$ cat config.mk
export PLATFORM = sky130hd
export DESIGN_NAME = light_sensor_average_lamp_control_core
export DESIGN_NICKNAME = d
export VERILOG_FILES = /design/src/rtl/lsalc_pkg.sv /design/src/rtl/lsalc_ram.sv /design/src/rtl/lsalc_front.sv /design/src/rtl/lsalc_back.sv /design/src/rtl/light_sensor_average_lamp_control_core.sv
export VERILOG_INCLUDE_DIRS = /design/src /design/src/rtl
export SDC_FILE = /design/constraint.sdc
export NUM_CORES = 1
export LEC_CHECK = 0
export BUFFER_PORTS_ARGS = -buffer_cell sky130_fd_sc_hd__buf_2
export CORE_MARGIN = 3
export CORE_UTILIZATION = 50
export DETAILED_ROUTE_END_ITERATION = 10
export PLACE_DENSITY = 0.65
export SETUP_SLACK_MARGIN = 0.2
export SYNTH_ARGS = -nofsm -noshare
export SYNTH_HDL_FRONTEND = slang
export SYNTH_SLANG_ARGS = --single-unit
$ cat constraint.sdc
create_clock -name clock -period 4.6 [get_ports clock]
set_input_delay 0.46 -clock clock [delete_from_list [all_inputs] [get_ports clock]]
set_output_delay 0.46 -clock clock [all_outputs]
set_load 0.02 [all_outputs]
$ cat src/rtl/light_sensor_average_lamp_control_core_assert.svh
// ----------------------------------------------------------------------------
// Light sensor average lamp control - assertion macros
// Concurrent assertion forms used by the core's back end.
// ----------------------------------------------------------------------------
`ifndef LIGHT_SENSOR_AVERAGE_LAMP_CONTROL_CORE_ASSERT_SVH
`define LIGHT_SENSOR_AVERAGE_LAMP_CONTROL_CORE_ASSERT_SVH

// The consequent must hold in the same cycle as the antecedent.
`define LSALC_ASSERT_SAME(label, clk, rst, ante, cons) \
   label: assert property (@(posedge clk) disable iff (rst) (ante) |-> (cons)) \
      else $error("lsalc assertion failed: same-cycle implication");

// The consequent must hold in the cycle after the antecedent.
`define LSALC_ASSERT_NEXT(label, clk, rst, ante, cons) \
   label: assert property (@(posedge clk) disable iff (rst) (ante) |=> (cons)) \
      else $error("lsalc assertion failed: next-cycle implication");

`endif

$ cat src/rtl/lsalc_pkg.sv
// ----------------------------------------------------------------------------
// Light sensor average lamp control - package
// Shared widths, codes, types and the lamp decision function.
// ----------------------------------------------------------------------------
package lsalc_pkg;

   localparam int SAMPLE_W        = 12;
   localparam int LAMP_W          = 2;
   localparam int WINDOW_SIZE_DEF = 16;
   localparam int QUEUE_DEPTH     = 2;
   localparam int REQ_DATA_W      = 16;
   localparam int RSP_DATA_W      = 16;
   localparam int CSR_ADDR_W      = 4;
   localparam int CSR_DATA_W      = 32;
   localparam int CSR_IDX_W       = 2;

   localparam logic [SAMPLE_W-1:0] THR_LOW_RESET  = SAMPLE_W'(1000);
   localparam logic [SAMPLE_W-1:0] THR_HIGH_RESET = SAMPLE_W'(3000);

   // Register indexes (byte address divided by four).
   localparam logic [CSR_IDX_W-1:0] REG_THR_LOW  = 2'd0;
   localparam logic [CSR_IDX_W-1:0] REG_THR_HIGH = 2'd1;
   localparam logic [CSR_IDX_W-1:0] REG_HOLD     = 2'd2;

   typedef enum logic [LAMP_W-1:0] {
      LAMP_OFF  = 2'd0,
      LAMP_HALF = 2'd1,
      LAMP_FULL = 2'd2
   } lamp_type;

   // What the back end has to do with an item.
   typedef enum logic [1:0] {
      KIND_FAIL = 2'd0,   // failed read: average 0, window untouched
      KIND_KEEP = 2'd1,   // good read of zero: window untouched
      KIND_PUSH = 2'd2    // good nonzero sample: enters the window
   } kind_type;

   typedef enum logic [2:0] {
      BK_IDLE,
      BK_UPD,
      BK_START,
      BK_DIV,
      BK_DONE
   } back_state_type;

   typedef struct packed {
      logic                valid;
      kind_type            kind;
      logic [SAMPLE_W-1:0] sample;
   } queue_out_type;

   typedef struct packed {
      logic [SAMPLE_W-1:0] thr_low;
      logic [SAMPLE_W-1:0] thr_high;
      logic                hold;
   } cfg_type;

   // Lamp hysteresis rule. Unless held, a zero average first forces full.
   function automatic lamp_type lamp_next(input logic [SAMPLE_W-1:0] avg,
                                          input lamp_type cur,
                                          input cfg_type cfg);
      lamp_type s;
      lamp_type r;
      s = (avg == '0) ? LAMP_FULL : cur;
      r = s;
      if (cfg.hold) begin
         r = cur;
      end else if (s != LAMP_OFF) begin
         priority if (avg >= cfg.thr_high) r = LAMP_OFF;
         else if (avg <= cfg.thr_low) r = s;
         else r = LAMP_HALF;
      end else begin
         priority if (avg <= cfg.thr_low) r = LAMP_FULL;
         else if (avg >= cfg.thr_high) r = LAMP_OFF;
         else r = LAMP_HALF;
      end
      return r;
   endfunction

endpackage

$ cat src/rtl/lsalc_ram.sv
// ----------------------------------------------------------------------------
// Light sensor average lamp control - generic RAM
// One write port, one read port with registered read data.
// ----------------------------------------------------------------------------
module lsalc_ram #(
   parameter int WIDTH = 12,
   parameter int DEPTH = 16
) (
   input  logic                                   clock,
   input  logic                                   we,
   input  logic [((DEPTH > 1) ? $clog2(DEPTH) : 1)-1:0] waddr,
   input  logic [WIDTH-1:0]                       wdata,
   input  logic                                   re,
   input  logic [((DEPTH > 1) ? $clog2(DEPTH) : 1)-1:0] raddr,
   output logic [WIDTH-1:0]                       rdata
);

   logic [WIDTH-1:0] mem [DEPTH];
   logic [WIDTH-1:0] rdata_ff;

   always_ff @(posedge clock) begin
      if (we) begin
         mem[waddr] <= wdata;
      end
      if (re) begin
         rdata_ff <= mem[raddr];
      end
   end

   assign rdata = rdata_ff;

endmodule

$ cat src/rtl/lsalc_front.sv
// ----------------------------------------------------------------------------
// Light sensor average lamp control - front end
// Accepts items, classifies them and queues them for the back end.
// ----------------------------------------------------------------------------
module lsalc_front (
   input  logic                            clock,
   input  logic                            reset,
   input  logic                            req_tvalid,
   output logic                            req_tready,
   input  logic [lsalc_pkg::REQ_DATA_W-1:0] req_tdata,
   input  logic                            req_tuser,
   input  logic                            pop,
   output lsalc_pkg::queue_out_type        q_out
);
   import lsalc_pkg::*;

   localparam int QPTR_W = (QUEUE_DEPTH > 1) ? $clog2(QUEUE_DEPTH) : 1;
   localparam int QCNT_W = $clog2(QUEUE_DEPTH + 1);

   kind_type            kind_ff     [QUEUE_DEPTH];
   logic [SAMPLE_W-1:0] sample_ff   [QUEUE_DEPTH];
   logic [QPTR_W-1:0]   wr_ptr_ff, wr_ptr_in;
   logic [QPTR_W-1:0]   rd_ptr_ff, rd_ptr_in;
   logic [QCNT_W-1:0]   count_ff, count_in;
   logic                push;
   logic                do_pop;
   kind_type            kind;
   logic [SAMPLE_W-1:0] sample;

   assign sample = req_tdata[SAMPLE_W-1:0];

   always_comb begin
      priority if (!req_tuser) kind = KIND_FAIL;
      else if (sample == '0) kind = KIND_KEEP;
      else kind = KIND_PUSH;
   end

   assign req_tready = (count_ff != QCNT_W'(QUEUE_DEPTH));
   assign push       = req_tvalid && req_tready;
   assign do_pop     = pop && (count_ff != '0);

   always_comb begin
      wr_ptr_in = wr_ptr_ff;
      rd_ptr_in = rd_ptr_ff;
      if (push) begin
         wr_ptr_in = (wr_ptr_ff == QPTR_W'(QUEUE_DEPTH - 1)) ? '0 : wr_ptr_ff + 1'b1;
      end
      if (do_pop) begin
         rd_ptr_in = (rd_ptr_ff == QPTR_W'(QUEUE_DEPTH - 1)) ? '0 : rd_ptr_ff + 1'b1;
      end
      count_in = count_ff + QCNT_W'(push) - QCNT_W'(do_pop);
   end

   always_ff @(posedge clock) begin
      if (reset) begin
         wr_ptr_ff <= '0;
         rd_ptr_ff <= '0;
         count_ff  <= '0;
      end else begin
         wr_ptr_ff <= wr_ptr_in;
         rd_ptr_ff <= rd_ptr_in;
         count_ff  <= count_in;
      end
   end

   always_ff @(posedge clock) begin
      if (push) begin
         kind_ff[wr_ptr_ff]   <= kind;
         sample_ff[wr_ptr_ff] <= sample;
      end
   end

   assign q_out.valid  = (count_ff != '0);
   assign q_out.kind   = kind_ff[rd_ptr_ff];
   assign q_out.sample = sample_ff[rd_ptr_ff];

endmodule

$ cat src/rtl/lsalc_back.sv
// ----------------------------------------------------------------------------
// Light sensor average lamp control - back end
// Window update, serial division of sum by count, lamp decision, result
// register.
// ----------------------------------------------------------------------------
`include "light_sensor_average_lamp_control_core_assert.svh"

module lsalc_back #(
   parameter int WINDOW_SIZE = lsalc_pkg::WINDOW_SIZE_DEF
) (
   input  logic                             clock,
   input  logic                             reset,
   input  lsalc_pkg::queue_out_type         q_in,
   output logic                             pop,
   input  lsalc_pkg::cfg_type               cfg,
   output logic                             rsp_tvalid,
   input  logic                             rsp_tready,
   output logic [lsalc_pkg::RSP_DATA_W-1:0] rsp_tdata
);
   import lsalc_pkg::*;

   localparam int PTR_W  = (WINDOW_SIZE > 1) ? $clog2(WINDOW_SIZE) : 1;
   localparam int CNT_W  = $clog2(WINDOW_SIZE + 1);
   localparam int SUM_W  = SAMPLE_W + CNT_W;
   localparam int STEP_W = $clog2(SUM_W + 1);

   back_state_type      state_ff, state_in;
   logic [PTR_W-1:0]    wptr_ff, wptr_in;
   logic [CNT_W-1:0]    fill_ff, fill_in;
   logic [SUM_W-1:0]    sum_ff, sum_in;
   lamp_type            lamp_ff, lamp_in;
   logic                out_valid_ff, out_valid_in;
   kind_type            kind_ff, kind_in;
   logic [SAMPLE_W-1:0] sample_ff, sample_in;
   logic [CNT_W-1:0]    rem_ff, rem_in;
   logic [SUM_W-1:0]    quo_ff, quo_in;
   logic [STEP_W-1:0]   step_ff, step_in;
   logic [SAMPLE_W-1:0] avg_ff, avg_in;
   logic [SAMPLE_W-1:0] out_avg_ff, out_avg_in;
   lamp_type            out_lamp_ff, out_lamp_in;

   logic                full;
   logic                last_step;
   logic                load;
   logic                ram_we;
   logic                ram_re;
   logic [SAMPLE_W-1:0] ram_rdata;
   logic [CNT_W:0]      shifted;
   logic                ge;

   assign full      = (fill_ff == CNT_W'(WINDOW_SIZE));
   assign last_step = (step_ff == STEP_W'(SUM_W - 1));
   assign load      = (state_ff == BK_DONE) && (!out_valid_ff || rsp_tready);
   assign pop       = (state_ff == BK_IDLE) && q_in.valid;
   assign ram_re    = pop;
   assign ram_we    = (state_ff == BK_UPD);

   // When the window is full the oldest entry sits where the next write goes.
   lsalc_ram #(
      .WIDTH (SAMPLE_W),
      .DEPTH (WINDOW_SIZE)
   ) u_window (
      .clock (clock),
      .we    (ram_we),
      .waddr (wptr_ff),
      .wdata (sample_ff),
      .re    (ram_re),
      .raddr (wptr_ff),
      .rdata (ram_rdata)
   );

   assign shifted = {rem_ff, quo_ff[SUM_W-1]};
   assign ge      = (shifted >= {1'b0, fill_ff});

   // Next state.
   always_comb begin
      state_in = state_ff;
      unique case (state_ff)
         BK_IDLE: begin
            if (q_in.valid) begin
               unique case (q_in.kind)
                  KIND_PUSH: state_in = BK_UPD;
                  KIND_KEEP: state_in = BK_START;
                  KIND_FAIL: state_in = BK_DONE;
                  default:   state_in = BK_DONE;
               endcase
            end
         end
         BK_UPD:   state_in = BK_START;
         BK_START: state_in = (fill_ff == '0) ? BK_DONE : BK_DIV;
         BK_DIV:   state_in = last_step ? BK_DONE : BK_DIV;
         BK_DONE:  state_in = load ? BK_IDLE : BK_DONE;
         default:  state_in = BK_IDLE;
      endcase
   end

   // Datapath and outputs.
   always_comb begin
      wptr_in     = wptr_ff;
      fill_in     = fill_ff;
      sum_in      = sum_ff;
      lamp_in     = lamp_ff;
      kind_in     = kind_ff;
      sample_in   = sample_ff;
      rem_in      = rem_ff;
      quo_in      = quo_ff;
      step_in     = step_ff;
      avg_in      = avg_ff;
      out_avg_in  = out_avg_ff;
      out_lamp_in = out_lamp_ff;
      unique case (state_ff)
         BK_IDLE: begin
            if (q_in.valid) begin
               kind_in   = q_in.kind;
               sample_in = q_in.sample;
               avg_in    = '0;
            end
         end
         BK_UPD: begin
            sum_in  = sum_ff - (full ? SUM_W'(ram_rdata) : '0) + SUM_W'(sample_ff);
            wptr_in = (wptr_ff == PTR_W'(WINDOW_SIZE - 1)) ? '0 : wptr_ff + 1'b1;
            if (!full) begin
               fill_in = fill_ff + 1'b1;
            end
         end
         BK_START: begin
            rem_in  = '0;
            quo_in  = sum_ff;
            step_in = '0;
            avg_in  = '0;
         end
         BK_DIV: begin
            rem_in  = ge ? CNT_W'(shifted - {1'b0, fill_ff}) : shifted[CNT_W-1:0];
            quo_in  = {quo_ff[SUM_W-2:0], ge};
            step_in = step_ff + 1'b1;
            if (last_step) begin
               avg_in = quo_in[SAMPLE_W-1:0];
            end
         end
         BK_DONE: begin
            if (load) begin
               lamp_in     = lamp_next(avg_ff, lamp_ff, cfg);
               out_avg_in  = avg_ff;
               out_lamp_in = lamp_in;
            end
         end
         default: begin
         end
      endcase
      out_valid_in = load || (out_valid_ff && !rsp_tready);
   end

   always_ff @(posedge clock) begin
      if (reset) begin
         state_ff     <= BK_IDLE;
         wptr_ff      <= '0;
         fill_ff      <= '0;
         sum_ff       <= '0;
         lamp_ff      <= LAMP_OFF;
         out_valid_ff <= 1'b0;
      end else begin
         state_ff     <= state_in;
         wptr_ff      <= wptr_in;
         fill_ff      <= fill_in;
         sum_ff       <= sum_in;
         lamp_ff      <= lamp_in;
         out_valid_ff <= out_valid_in;
      end
   end

   always_ff @(posedge clock) begin
      kind_ff     <= kind_in;
      sample_ff   <= sample_in;
      rem_ff      <= rem_in;
      quo_ff      <= quo_in;
      step_ff     <= step_in;
      avg_ff      <= avg_in;
      out_avg_ff  <= out_avg_in;
      out_lamp_ff <= out_lamp_in;
   end

   assign rsp_tvalid = out_valid_ff;
   assign rsp_tdata  = {(RSP_DATA_W - SAMPLE_W - LAMP_W)'(0), out_lamp_ff, out_avg_ff};

   `LSALC_ASSERT_SAME(a_fill_bound, clock, reset, 1'b1, fill_ff <= CNT_W'(WINDOW_SIZE))
   `LSALC_ASSERT_SAME(a_wptr_bound, clock, reset, 1'b1, wptr_ff <= PTR_W'(WINDOW_SIZE - 1))
   `LSALC_ASSERT_SAME(a_fail_zero, clock, reset, state_ff == BK_DONE && kind_ff == KIND_FAIL, avg_ff == '0)
   `LSALC_ASSERT_NEXT(a_hold_lamp, clock, reset, load && cfg.hold, lamp_ff == $past(lamp_ff))

endmodule

$ cat src/rtl/light_sensor_average_lamp_control_core.sv
// ----------------------------------------------------------------------------
// Light sensor average lamp control core
// Sliding-window light average with hysteresis lamp control, APB registers.
// ----------------------------------------------------------------------------
// Each item on the req_ channel carries one 12-bit light sample and a read-ok
// flag, and produces exactly one result item on the rsp_ channel with the
// window average and the new lamp level (0 off, 1 half, 2 full). A front end
// takes items into a two-entry queue, so the channel keeps accepting while the
// back end works and while a finished result waits in the output register,
// until both queue entries are full. The back end handles one item at a time:
// a failed read goes straight to the lamp decision, a good zero sample runs the
// divider unless the window is empty, and a pushed sample first updates the
// window and then runs the divider. The restoring divider produces one quotient
// bit per cycle of the running sum over the fill count and runs 12 plus the
// number of bits that hold WINDOW_SIZE steps (17 at the default window of 16).
// The window lives in a small RAM with a registered read port; its contents
// need no clearing, so the block is ready right after reset. Registers:
// threshold_low at byte address 0 (reset 1000), threshold_high at 4 (reset
// 3000) and manual_hold at 8 (reset 0); write them only while the block is
// idle.
// ----------------------------------------------------------------------------
module light_sensor_average_lamp_control_core #(
   parameter int WINDOW_SIZE = lsalc_pkg::WINDOW_SIZE_DEF
) (
   input  logic                             clock,
   input  logic                             reset,
   // Input items.
   input  logic                             req_tvalid,
   output logic                             req_tready,
   input  logic [lsalc_pkg::REQ_DATA_W-1:0] req_tdata,   // [11:0] sample
   input  logic                             req_tuser,   // [0] read_ok
   // Result items.
   output logic                             rsp_tvalid,
   input  logic                             rsp_tready,
   output logic [lsalc_pkg::RSP_DATA_W-1:0] rsp_tdata,   // [11:0] average, [13:12] lamp_level
   // Register port.
   input  logic                             csr_psel,
   input  logic                             csr_penable,
   input  logic                             csr_pwrite,
   input  logic [lsalc_pkg::CSR_ADDR_W-1:0] csr_paddr,
   input  logic [lsalc_pkg::CSR_DATA_W-1:0] csr_pwdata,
   output logic [lsalc_pkg::CSR_DATA_W-1:0] csr_prdata,
   output logic                             csr_pready
);
   import lsalc_pkg::*;

   logic [SAMPLE_W-1:0]  thr_low_ff, thr_high_ff;
   logic                 hold_ff;
   logic                 csr_write;
   logic [CSR_IDX_W-1:0] csr_idx;
   cfg_type              cfg;
   queue_out_type        q_out;
   logic                 pop;

   // The register port never waits; a write lands on the access cycle.
   assign csr_pready = 1'b1;
   assign csr_write  = csr_psel && csr_penable && csr_pwrite && csr_pready;
   assign csr_idx    = csr_paddr[CSR_ADDR_W-1:2];

   always_ff @(posedge clock) begin
      if (reset) begin
         thr_low_ff  <= THR_LOW_RESET;
         thr_high_ff <= THR_HIGH_RESET;
         hold_ff     <= 1'b0;
      end else if (csr_write) begin
         // Writes to the unused index are dropped.
         unique case (csr_idx)
            REG_THR_LOW:  thr_low_ff  <= csr_pwdata[SAMPLE_W-1:0];
            REG_THR_HIGH: thr_high_ff <= csr_pwdata[SAMPLE_W-1:0];
            REG_HOLD:     hold_ff     <= csr_pwdata[0];
            default: begin
            end
         endcase
      end
   end

   always_comb begin
      unique case (csr_idx)
         REG_THR_LOW:  csr_prdata = CSR_DATA_W'(thr_low_ff);
         REG_THR_HIGH: csr_prdata = CSR_DATA_W'(thr_high_ff);
         REG_HOLD:     csr_prdata = CSR_DATA_W'(hold_ff);
         default:      csr_prdata = '0;
      endcase
   end

   assign cfg.thr_low  = thr_low_ff;
   assign cfg.thr_high = thr_high_ff;
   assign cfg.hold     = hold_ff;

   // The front end classifies each item as a failed read, a zero sample that
   // leaves the window alone, or a sample to push, and queues it.
   lsalc_front u_front (
      .clock      (clock),
      .reset      (reset),
      .req_tvalid (req_tvalid),
      .req_tready (req_tready),
      .req_tdata  (req_tdata),
      .req_tuser  (req_tuser),
      .pop        (pop),
      .q_out      (q_out)
   );

   // The back end updates the window and running sum, divides, applies the
   // lamp hysteresis and holds the result until it is taken.
   lsalc_back #(
      .WINDOW_SIZE (WINDOW_SIZE)
   ) u_back (
      .clock      (clock),
      .reset      (reset),
      .q_in       (q_out),
      .pop        (pop),
      .cfg        (cfg),
      .rsp_tvalid (rsp_tvalid),
      .rsp_tready (rsp_tready),
      .rsp_tdata  (rsp_tdata)
   );

endmodule

# Yosys cells after proc, flatten, opt, wreduce, memory -nomap -nowiden
# Memory sizes are Yosys's and may differ from the RTL's. A register that Yosys moved wholly into a read port is not among the register bits.
# Index checks and enable logic that the tools add are counted.
dict set report word_totals {
  regBits 114
  ram_bits 220
  output_inout_bits 51
  word_cells 109
  memories 3
}
dict set report classes {
  addsub 10
  n_lt_le_gt_ge 3
  eq_ne 14
  n_mux 33
  bitwise 1
  n_reduce_logical 27
}
# memory words word_bits rd rd_ports_with_merged_regs write_ports line_no
set mem_list {}
lappend mem_list {u_back.u_window.mem 16 12 1 1 1 lsalc_ram.sv:18} ;# logic [WIDTH-1:0] mem [DEPTH];
lappend mem_list {u_front.sample_ff 2 12 1 1 1 lsalc_front.sv:21} ;# logic [SAMPLE_W-1:0] sample_ff [QUEUE_DEPTH];
lappend mem_list {u_front.kind_ff 2 2 1 1 1 lsalc_front.sv:20} ;# kind_type kind_ff [QUEUE_DEPTH];
# cell count
set op_table {}
lappend op_table {{12-bit one-hot mux with 3 select lines} 2}
lappend op_table {{12-bit two-way mux} 3}
lappend op_table {{17-bit one-hot mux with 2 select lines} 1}
lappend op_table {{12-bit zero test} 2}
lappend op_table {{5-bit one-hot mux with 2 select lines} 2}
lappend op_table {{17-bit by 12-bit adder with 17-bit output} 1}
lappend op_table {{17-bit subtractor} 1}
lappend op_table {{2-bit two-way mux} 8}
lappend op_table {{3-bit one-hot mux with 5 select lines} 1}
lappend op_table {{12-bit greater-or-equal comparator} 1}
lappend op_table {{12-bit <= comparator} 1}
lappend op_table {{3-bit two-way mux} 4}
lappend op_table {{2-bit AND reduction} 6}
lappend op_table {{5-bit by 1-bit adder with 5-bit output (second input constant)} 2}
lappend op_table {{5-bit == test (second input constant)} 2}
lappend op_table {{1-bit two-way mux} 9}
lappend op_table {{1-bit logical AND} 7}
lappend op_table {{3-bit by 2-bit == test with 1-bit output (second input constant)} 2}
lappend op_table {{6-bit by 5-bit greater-or-equal comparator with 1-bit output} 1}
lappend op_table {{3-bit one-hot mux with 2 select lines} 1}
lappend op_table {{2-bit nonzero test} 3}
lappend op_table {{5-bit zero test} 1}
lappend op_table {{5-bit two-way mux} 1}
lappend op_table {{5-bit subtractor} 1}
lappend op_table {{other kinds (19)} 25}

# Logic depth before layout (Yosys ltp)
# Gate-level depths: netlist (run 1).
dict set report logic_depth {
  depth_word 6
  ltp_mapped 14
  depth_no_buf 14
}

# Cells and area by module
# Synthesis (run 1) repeated with hierarchy kept, for this count alone.
dict set report unflattened {
  hier_cells 1173
  hier_area_um2 16349.4
}
# module instances cells_each area_per_inst_um2
set modules_own_cells {}
lappend modules_own_cells {lsalc_ram 1 329 7719.9}
lappend modules_own_cells {lsalc_back 1 610 5936.9}
lappend modules_own_cells {light_sensor_average_lamp_control_core 1 155 1393.8}
lappend modules_own_cells {lsalc_front 1 79 1298.7}

# Worst setup path after synthesis (run 1)
# No wires, ideal clock.
dict set report synth_path {
  path_type {register to register}
  from {register u_back.fill_ff[1]}
  to {register u_back.sum_ff[14]}
  setup_time_ps 84
  arrival_time_ps 3183
  t_required_ps 4516
  setup_slack_ps 1332
  stages_incl_launch_ff 15
  path_cell_list {dfxtp_1 inv_1 ha_1 and3_1 clkbuf_1 and2_1 fa_1 inv_1 ha_1 a21o_2 a311oi_2 or3_4 a21oi_1 o21a_1 o31ai_2}
}
dict set report synth_between {
  elab_chain_cells 4
}
# element line_no
set synth_lines {}
lappend synth_lines {{from (decl)} lsalc_back.sv:29} ;# logic [CNT_W-1:0] fill_ff, fill_in;
lappend synth_lines {{from (signal assigned)} lsalc_back.sv:164} ;# fill_ff <= fill_in;
lappend synth_lines {{5-bit == test} lsalc_back.sv:51} ;# assign full = (fill_ff == CNT_W'(WINDOW_SIZE));
lappend synth_lines {{12-bit two-way mux} lsalc_back.sv:120} ;# sum_in = sum_ff - (full ? SUM_W'(ram_rdata) : '0) + SUM_W'(sample_ff);
lappend synth_lines {{17-bit subtractor} lsalc_back.sv:120}
lappend synth_lines {{17-bit by 12-bit adder with 17-bit output} lsalc_back.sv:120}
lappend synth_lines {{to (signal assigned)} lsalc_back.sv:165} ;# sum_ff <= sum_in;
lappend synth_lines {{to (decl)} lsalc_back.sv:30} ;# logic [SUM_W-1:0] sum_ff, sum_in;
# Every way passes these cells.
# A chain may end at the register's enable or synchronous reset.

# Worst setup path in the final report (run 1)
dict set report layout_path {
  from {register u_back.fill_ff[1]}
  to {register u_back.sum_ff[15]}
}
# Same word-level chain as after synthesis.

==> results.json, run 1 <==
{
  "outcome": "complete, no violations",
  "synthArstFlopShare_pct": 0,
  "clock_path_buffers": 3,
  "clock_sinks": 359,
  "syn_area_per_cell_sq_um": 14.37,
  "dr.first_iter.drc_count": 784,
  "synth_ff_type": "edfxtp_1",
  "grt_max_degree": 52,
  "required_ns": 5.02,
  "cts_root_buffer": "clkbuf_16",
  "cts.repair.resized": 0,
  "coreArea_sq_um": 31070,
  "pre_cts_slack_ns": 0.9132,
  "final_area_sq_um": 18040,
  "ir_drop_mv": 0.3847,
  "ant_nets": 0,
  "clkSlewWorstSetupHoldPaths_ns": 0.06,
  "syn_area_sq_um": 16040,
  "synthTopCellsByCount": "edfxtp_1 (297), inv_1 (97), nand2_1 (73)",
  "synth_cell_types": 67,
  "first_pass_iters": 5,
  "grt_usage_pct": 18.99,
  "vias": 9117,
  "netlist.area_leader.share_pct": 55.60,
  "hold_end": "u_front.sample_ff[0][5]",
  "grt_pass1_wl_mm": 50.09,
  "clock_skew_ns": 0.01465,
  "r2r_cells": 13,
  "ys_ff_latch": 359,
  "synth-edff-count": 297,
  "dpl_cell_area_sq_um": 16750,
  "maxCapViolations": 0,
  "dieArea_sq_um": 34270,
  "antenna_found_initial": 0,
  "cp_data_arrival_time_ns": 4.16,
  "wl_mm": 32.11,
  "drc": 0,
  "setup_viol": 0,
  "leakage_nw": 6.669,
  "dieHeight_um": 185.1,
  "cts_tree": "done",
  "final.setup.worst_slack_ns": 0.8564,
  "seq_power_share_pct": 45.7,
  "maxSlewViolCount": 0,
  "wl_met2_mm": 15.51,
  "path_buf_inv": 2,
  "final.setup.tns_ns": 0,
  "portBuffers": 61,
  "postCtsSetupBuffers": 0,
  "overflow": 0,
  "worstSetupStartpointType": "flip-flop",
  "holdPathStages": 1,
  "hpwl_mm": 21.16,
  "netSwitchingFraction_pct": 31.40,
  "h-tree-depth": 2,
  "gp_congestion": 0.8375,
  "path_delay_family": "compound AO/OA/AOI/OAI gates",
  "max_freq_mhz": 267.1,
  "fillers": 2433,
  "final-hold-violation-count": 0,
  "max_stage_delay_ns": 0.48,
  "cp_cell_sequence": "inv_1, ha_1, and3_1, and2_1, fa_1, inv_1, ha_1, a21o_1, a21oi_1, o21ai_2, a31oi_1, o21ai_0, a211o_1",
  "fp.dieW_um": 185.1,
  "tightestPinTransition_ns": 1.127,
  "timing.hold.ws_ns": 0.1348,
  "power_frac_comb_pct": 24.9,
  "rrSetupSlack_ns": 0.86,
  "vias_per_cell": 5.631,
  "highest_layer": "met4",
  "post-route-period-util_pct": 81.38,
  "critPathKind": "reg2reg",
  "rsz0062_at_grt": "false",
  "r2r-end": "u_back.sum_ff[15]",
  "initial_core_util_pct": 51.63,
  "switchingPower_mw": 3.321,
  "clk-insertion-delay-late_ns": 0.53,
  "final_nets": 1324,
  "yosysSeqAreaShare_pct": 63.33,
  "antenna_cells": 0,
  "hold_path_class": "in2reg",
  "regToRegStartpoint": "u_back.fill_ff[1]",
  "cpMaxStageDelayCell": "fa_1",
  "min_period_ns": 3.744,
  "synth_top_cell_by_area": "edfxtp_1",
  "area_delta_synth_final_pct": 12.46,
  "synthCells": 1116,
  "clock_power_share_pct": 29.4,
  "worstPathMaxFanout": 14,
  "yosysMostFrequentCell": "edfxtp_1",
  "ctsHoldBuffers": 0,
  "drive_gt1_share_pct": 19.87,
  "ys_warn_count": 0,
  "fp-row-count": 64,
  "min_from": "req_tdata[5]",
  "internal_power_mw": 7.257,
  "wl_met3_mm": 1.957,
  "wl_per_cell_um": 19.83,
  "grt_pass1_vias": 8966,
  "pin_count": 111,
  "cts_buffers": 39,
  "end_kind": "flip-flop",
  "timing.slew.headroom_pct": 24.43,
  "wl_met1_mm": 14.06,
  "yosys-top-cells-area": "edfxtp_1 (56%), mux4_2 (8.4%), dfxtp_1 (7.7%), ha_1 (4.5%), inv_1 (2.3%)",
  "powerDensity_nw_per_um2": 586.4
}
logic make-up (layout without fill, tap and decap cells):
| family | Yosys count | count (layout) | synth area share, % |
|---|---|---|---|
| DFF | 359 | 359 | 63.33 |
| and+or+nand+nor | 254 | 254 | 7.566 |
| buffers and inverters | 165 | 251 | 4.664 |
| AOI/OAI and AO/OA | 147 | 147 | 6.279 |
| muxes | 96 | 96 | 10.76 |
| adders and majority gates | 71 | 71 | 6.146 |
| xor gates and xnor gates | 22 | 22 | 1.201 |
| other | 2 | 23 | 0.04682 |
area by class of cell:
type / count / area (sq um) / share of cell area, %
flip-flops and latches: 359 / 10160 / 56.34
multi-input cells: 613 / 5253 / 29.11
clock buffers: 48 / 1040 / 5.763
well taps: 396 / 495.5 / 2.746
repair buffers: 83 / 470.5 / 2.608
inverters: 97 / 364.1 / 2.018
clock inverters: 23 / 254.0 / 1.408
worst max-delay path by stage:
stage                            startpoint                 to  slack, ns  depth (start not counted)
after floorplan           u_back.fill_ff[1]  u_back.sum_ff[14]       1.33                         14
after global placement    u_back.fill_ff[1]  u_back.sum_ff[14]       0.96                         13
after detailed placement  u_back.fill_ff[1]  u_back.sum_ff[15]       0.91                         13
after CTS                 u_back.fill_ff[1]  u_back.sum_ff[16]       0.90                         13
after global routing      u_back.fill_ff[1]  u_back.sum_ff[15]       0.67                         13
final                     u_back.fill_ff[1]  u_back.sum_ff[15]       0.86                         13
layer usage:
layer	vias to the layer above	GRT usage, %
met4	0	4.442
li1	4259	-
met1	4539	26.60
met2	275	31.14
met3	44	3.731
met5	-	0
power groups by stage:
stage / registers, mW / logic [mW] / clock network (mW)
after floorplan: 4.66 / 2.09 / 0
after global placement: 4.89 / 2.58 / 0
final: 4.84 / 2.64 / 3.11
after CTS: 4.85 / 2.64 / 3.17
after detailed placement: 4.92 / 2.62 / 0
after global routing: 4.92 / 2.96 / 3.31
layout by cell type (no fill, tap or decap), types with 12 or more instances in the layout:
cell type  instances
fa_1              13
and3_1            20
o21ai_0           18
mux2i_1           24
conb_1            23
buf_2             61
buf_4             22
xnor2_1           12
ha_1              58
nor2_1            67
and2_1            15
dfxtp_1           60
nand2_1           73
inv_1             97
clkbuf_16         39
mux2_2            12
a21o_1            22
o211ai_1          15
edfxtp_1         297
nand3_1           12
a21oi_1           44
mux4_2            60
nand4_1           13
state kept, by name, indices dropped and copies added, names as in the netlist, 17 cells and up, named ones only:
signal	flops
u_back.quo_ff	17
u_back.sum_ff	17
u_back.u_window.mem	192
u_front.sample_ff	24
metrics by stage:
step	power (mW)	utilization [%]	std cells
floorplan	6.755	-	1137
global placement	7.468	53.90	1548
detailed placement	7.542	53.90	1548
CTS	10.67	58.07	1619
global route	11.19	58.07	1619
finish	10.58	58.07	1619
worst reg2reg max path, delay by kind of cell, from the launching register on:
kind | cells | cell delay (ns)
AO/OA/AOI/OAI | 6 | 1.50
adder cells (fa/ha/maj) | 3 | 0.99
buffers and inverters | 2 | 0.17
flip-flops | 1 | 0.41
AND/OR/NAND/NOR | 2 | 0.57
Power figures use the tool's default switching activity.
==> run 2: changes to the inputs <==
Settings changed: PLACE_DENSITY 0.65 to 0.68.
Clock period 4.6 ns to 3.2 ns, I/O delays scaled along.
==> run 2 against run 1 <==
  * Non-clock buffer count is 55 higher
  * First-iteration DRC count is 0.64% higher
  * Sequential share of layout area is 2.1 points lower
  * Critical endpoint is now u_back.sum_ff[16]
  * Highest routed layer unchanged
==> results.json, run 2 (synthesized netlist as in run 1, its figures left out) <==
{
  "clock_skew_ns": 0.02006,
  "worstPathMaxFanout": 6,
  "final_nets": 1379,
  "antenna_cells": 0,
  "dr.first_iter.drc_count": 789,
  "cpMaxStageDelayCell": "fa_1",
  "grt_max_degree": 43,
  "setup_viol": 0,
  "clkSlewWorstSetupHoldPaths_ns": 0.06,
  "gp_congestion": 0.8285,
  "dieHeight_um": 185.1,
  "tightestPinTransition_ns": 1.029,
  "regMostFlops": "u_back.u_window.mem",
  "vias": 9488,
  "leakage_nw": 6.924,
  "fp-row-count": 64,
  "outcome": "complete, no violations",
  "grt_pass1_wl_mm": 52.04,
  "rsz0062_at_grt": "true",
  "area_delta_synth_final_pct": 16.85,
  "reg_top3": "u_back.u_window.mem x192, u_front.sample_ff x24",
  "hpwl_mm": 22.27,
  "antenna_found_initial": 0,
  "coreArea_sq_um": 31070,
  "pin_count": 111,
  "min_period_ns": 3.166,
  "layoutNonFillerInstCount": 1674,
  "fp.dieW_um": 185.1,
  "max_freq_mhz": 315.9,
  "drc": 0,
  "end_kind": "flip-flop",
  "clk-insertion-delay-late_ns": 0.52,
  "largest_reg_flops": 192,
  "cts_root_buffer": "clkbuf_16",
  "dieArea_sq_um": 34270,
  "crit_path_frequent_cell": "inv_2",
  "overflow": 0,
  "grt_pass1_vias": 9158,
  "initial_core_util_pct": 51.63,
  "cp_cell_sequence": "inv_2, ha_4, and3_4, and2_4, fa_1, inv_2, fa_2, a21o_4, a311oi_4, or3_4, a21oi_4, or3_1, nand4_1",
  "worstSetupStartpointType": "flip-flop",
  "first_pass_iters": 5,
  "clock_sinks": 359,
  "required_ns": 3.64,
  "cp_data_arrival_time_ns": 3.61,
  "wl_mm": 33.63,
  "critPathKind": "reg2reg",
  "timing.slew.headroom_pct": 31.38,
  "ant_nets": 0,
  "cts_buffers": 38,
  "final_core_util_pct": 60.33,
  "powerDensity_nw_per_um2": 875.8,
  "finalPower_mw": 16.42,
  "drive_gt1_share_pct": 25.67,
  "portBuffers": 61,
  "layout_common_cells": "edfxtp_1 (297), inv_1 (89), nand2_1 (72)",
  "clock_path_buffers": 3,
  "wl_per_cell_um": 20.09,
  "post-route-period-util_pct": 98.92,
  "max_stage_delay_ns": 0.50,
  "hold_path_class": "in2reg",
  "h-tree-depth": 2,
  "fillers": 2318,
  "maxCapViolations": 0,
  "maxSlewViolCount": 0,
  "grt_usage_pct": 19.79,
  "final_common_cell": "edfxtp_1",
  "cts_tree": "done",
  "dp_cells": 1579,
  "final-hold-violation-count": 0,
  "ir_drop_mv": 0.4868,
  "vias_per_cell": 5.668
}
-- run 2: cell types whose count changed in the layout (fill, tap and decap cells not counted), sizes merged --
cell and delta:
clkinv +2, bufinv -2, clkinvlp -1, buf +49, and3 +1, dlygate4sd3 +6
-- run 2: cell type report --
class	instances	area [sq um]	area share [%]
inverter	97	364.1	1.942
timing repair buffer	138	942.2	5.026
tap	396	495.5	2.643
clock inverter	22	180.2	0.9612
clock buffer	48	1010	5.387
multi-input combinational	614	5585	29.80
sequential	359	10170	54.24
-- run 2: path summary, 6_finish.rpt --
check	startpoint	end	slack, ns	cells past startpoint
hold reg to reg	thr_low_ff[2]	thr_low_ff[2]	0.47	2
hold / removal	req_tdata[1]	u_front.sample_ff[0][1]	0.02	1
setup / recovery	u_back.fill_ff[1]	u_back.sum_ff[16]	0.03	13
setup reg to reg	u_back.fill_ff[1]	u_back.sum_ff[16]	0.03	13
-- run 2: stage by stage --
| step | TNS, ns | setup slack, ns | instance area (sq um) | hold WS, ns |
|---|---|---|---|---|
| after floorplan | 0 | 0.1883 | 16250 | 0.4189 |
| after global placement | 0 | 0.02457 | 17120 | 0.4586 |
| after detailed placement | -0.06789 | -0.03434 | 17120 | 0.4634 |
| after CTS | 0 | 0.02000 | 18580 | 0.005805 |
| after global routing | -0.05817 | -0.02785 | 18740 | 0.02130 |
| final | 0 | 0.03444 | 18740 | 0.02215 |
-- run 2: timing repair --
item,4_1_cts,5_1_grt
gates resized for setup,29,26
setup endpoints to repair,10,12
hold buffers,6,0
gates cloned,1,0
pin swaps,32,26
hold endpoints to repair,12,0
setup buffers,12,6
-- run 2: per-layer routing --
layer | part of all wire, % | GRT usage [%]
met5 | 0 | 0
met4 | 2.0 | 4.832
met1 | 44 | 28.08
met2 | 49 | 32.93
met3 | 5.6 | 2.612
-- run 2: report_power, final --
group / leakage [nW] / total, mW / internal (mW) / switching [mW]
clock: 0.579 / 4.14 / 2.41 / 1.73
combinational: 3.12 / 5.61 / 2.57 / 3.04
sequential: 3.22 / 6.66 / 6.16 / 0.503
-- run 2: worst max-delay path, delay by kind of cell, from the launching register on --
family,cells,cell delay [ns]
adder cells (fa/ha/maj),3,1.06
flip-flops,1,0.33
AO/OA/AOI/OAI,3,0.53
buffers and inverters,2,0.10
AND/OR/NAND/NOR,5,1.04
==> run 3: changes to the inputs <==
Settings changed: CORE_ASPECT_RATIO set to 0.75.
==> run 3 against run 2 <==
  * Combinational power up 7.5%
  * Sequential share of layout area down 0.15 points
  * Critical path depth unchanged
  * Via count down 1.0%
  * Sequential power about the same
  * Hold slack better by 0.0052 ns
  * Clock skew down 0.0035 ns
  * Clock-buffer cell count down 1
  * Register-to-register slack better by 0.05 ns
  * Fmax up 1.8%
  * Final cell count up 0.90%
  * Critical endpoint unchanged
  * Highest routed layer unchanged
==> results.json, run 3 (synthesized netlist as in run 1, its figures left out) <==
{
  "outcome": "complete, no violations",
  "clock_power_share_pct": 23.8,
  "final_common_cell": "edfxtp_1",
  "portBuffers": 61,
  "max_freq_mhz": 321.5,
  "cts_buffers": 36,
  "pin_count": 111,
  "overflow": 0,
  "fillers": 2318,
  "path_delay_family": "adder cells",
  "cts_tree": "done",
  "fp.dieW_um": 212.8,
  "cp_cell_sequence": "inv_2, ha_4, and3_4, and2_4, fa_1, inv_2, fa_2, a21o_4, a311oi_4, or3_4, a21oi_4, or3_1, nand4_1",
  "grt_max_degree": 43,
  "antenna_cells": 0,
  "max_stage_delay_ns": 0.49,
  "critPathKind": "reg2reg",
  "area_delta_synth_final_pct": 17.18,
  "cts_root_buffer": "clkbuf_16",
  "fp-row-count": 56,
  "required_ns": 3.67,
  "min_period_ns": 3.111,
  "crit_path_frequent_cell": "inv_2",
  "final_core_util_pct": 59.75,
  "dp_cells": 1589,
  "gp_congestion": 0.8215,
  "clock_skew_ns": 0.01660,
  "multi_input_area_sq_um": 5610,
  "hold_path_class": "in2reg",
  "clock_path_buffers": 3,
  "layoutNonFillerInstCount": 1689,
  "grt_usage_pct": 19.55,
  "seq_power_share_pct": 39.9,
  "first_pass_iters": 8,
  "netSwitchingFraction_pct": 33.03,
  "largest_reg_flops": 192,
  "timing.slew.headroom_pct": 21.91,
  "tightestPinTransition_ns": 1.165,
  "ir_drop_mv": 0.5491,
  "final_nets": 1389,
  "grt_pass1_wl_mm": 51.94,
  "clk-insertion-delay-late_ns": 0.54,
  "h-tree-depth": 2,
  "drc": 0,
  "dr.first_iter.drc_count": 726,
  "power_frac_comb_pct": 36.2,
  "drive_gt1_share_pct": 26.19,
  "internal_power_mw": 11.15,
  "dieHeight_um": 161.1,
  "wl_mm": 33.26,
  "maxCapViolations": 0,
  "powerDensity_nw_per_um2": 885.6,
  "dieArea_sq_um": 34290,
  "initial_core_util_pct": 50.99,
  "path_buf_inv": 2,
  "wl_per_cell_um": 19.69,
  "cp_data_arrival_time_ns": 3.58,
  "rsz0062_at_grt": "true",
  "vias": 9393,
  "clkSlewWorstSetupHoldPaths_ns": 0.06,
  "end_kind": "flip-flop",
  "coreArea_sq_um": 31460,
  "antenna_found_initial": 0,
  "post-route-period-util_pct": 97.21,
  "maxSlewViolCount": 0,
  "final.setup.tns_ns": 0,
  "layout_common_cells": "edfxtp_1 (297), inv_1 (90), nand2_1 (73)",
  "reg_top3": "u_back.u_window.mem x192, u_front.sample_ff x24",
  "clock_sinks": 359,
  "seq_area_sq_um": 10170,
  "hpwl_mm": 22.00,
  "regMostFlops": "u_back.u_window.mem",
  "worstPathMaxFanout": 7,
  "cpMaxStageDelayCell": "fa_1",
  "setup_viol": 0,
  "switchingPower_mw": 5.498,
  "vias_per_cell": 5.561,
  "leakage_nw": 6.939,
  "final-hold-violation-count": 0,
  "worstSetupStartpointType": "flip-flop",
  "ant_nets": 0,
  "grt_pass1_vias": 9206
}
==> run 3: power by group through the flow <==
stage | combinational (mW) | clock [mW] | sequential [mW]
CTS | 5.37 | 4.04 | 6.65
global route | 6.58 | 4.23 | 6.72
detailed placement | 4.62 | 0 | 6.73
floorplan | 3.28 | 0 | 6.71
finish | 6.03 | 3.97 | 6.65
global placement | 4.48 | 0 | 6.73
==> run 3: per-layer routing <==
layer	track usage (%)	vias up	share of wire, %
li1	-	4396	-
met3	3.107	55	5.0
met1	30.24	4701	48
met4	4.805	0	2.0
met2	29.31	241	45
met5	0	-	0
==> run 3: area by class of cell <==
cell class,count,area share [%]
Clock buffer,47,5.119
Timing Repair Buffer,151,5.591
Multi-Input combinational cell,613,29.85
Sequential cell,359,54.09
Inverter,97,1.937
Tap cell,406,2.703
Clock inverter,16,0.7122
==> run 3: path summary, 6_finish.rpt <==
kind                           from  cells past startpoint           endpoint  slack, ns
setup / recovery  u_back.fill_ff[1]                     13  u_back.sum_ff[16]       0.09
setup reg to reg  u_back.fill_ff[1]                     13  u_back.sum_ff[16]       0.09
hold reg to reg      thr_low_ff[11]                      2     thr_low_ff[11]       0.47
hold / removal        csr_pwdata[9]                      3     thr_high_ff[9]       0.03
==> run 3: through the flow <==
stage	worst slack [ns]	hold WS [ns]	instance area (sq um)	power [mW]
2_1_floorplan	0.1883	0.4189	16250	9.984
3_3_place_gp	0.06100	0.4614	17130	11.21
3_5_place_dp	0.01089	0.4662	17130	11.35
4_1_cts	0.03658	0.01003	18610	16.06
5_1_grt	0.02525	0.04348	18800	17.52
6_report	0.08929	0.02731	18800	16.65
==> run 3: worst reg2reg max path, stage by stage (launching register included) <==
cell      delay (ns)
dfxtp_2         0.33
inv_2           0.05
ha_4            0.15
and3_4          0.19
and2_4          0.14
fa_1            0.49
inv_2           0.05
fa_2            0.39
a21o_4          0.23
a311oi_4        0.27
or3_4           0.24
a21oi_4         0.07
or3_1           0.35
nand4_1         0.08
==> run 3: repair_timing <==
item,in CTS,in global routing
endpoints found under the hold margin,24,0
hold buffers,12,0
pin swaps,24,30
gates resized for setup,35,24
endpoints found under the setup margin,9,12
gates cloned,0,0
setup buffers,13,12
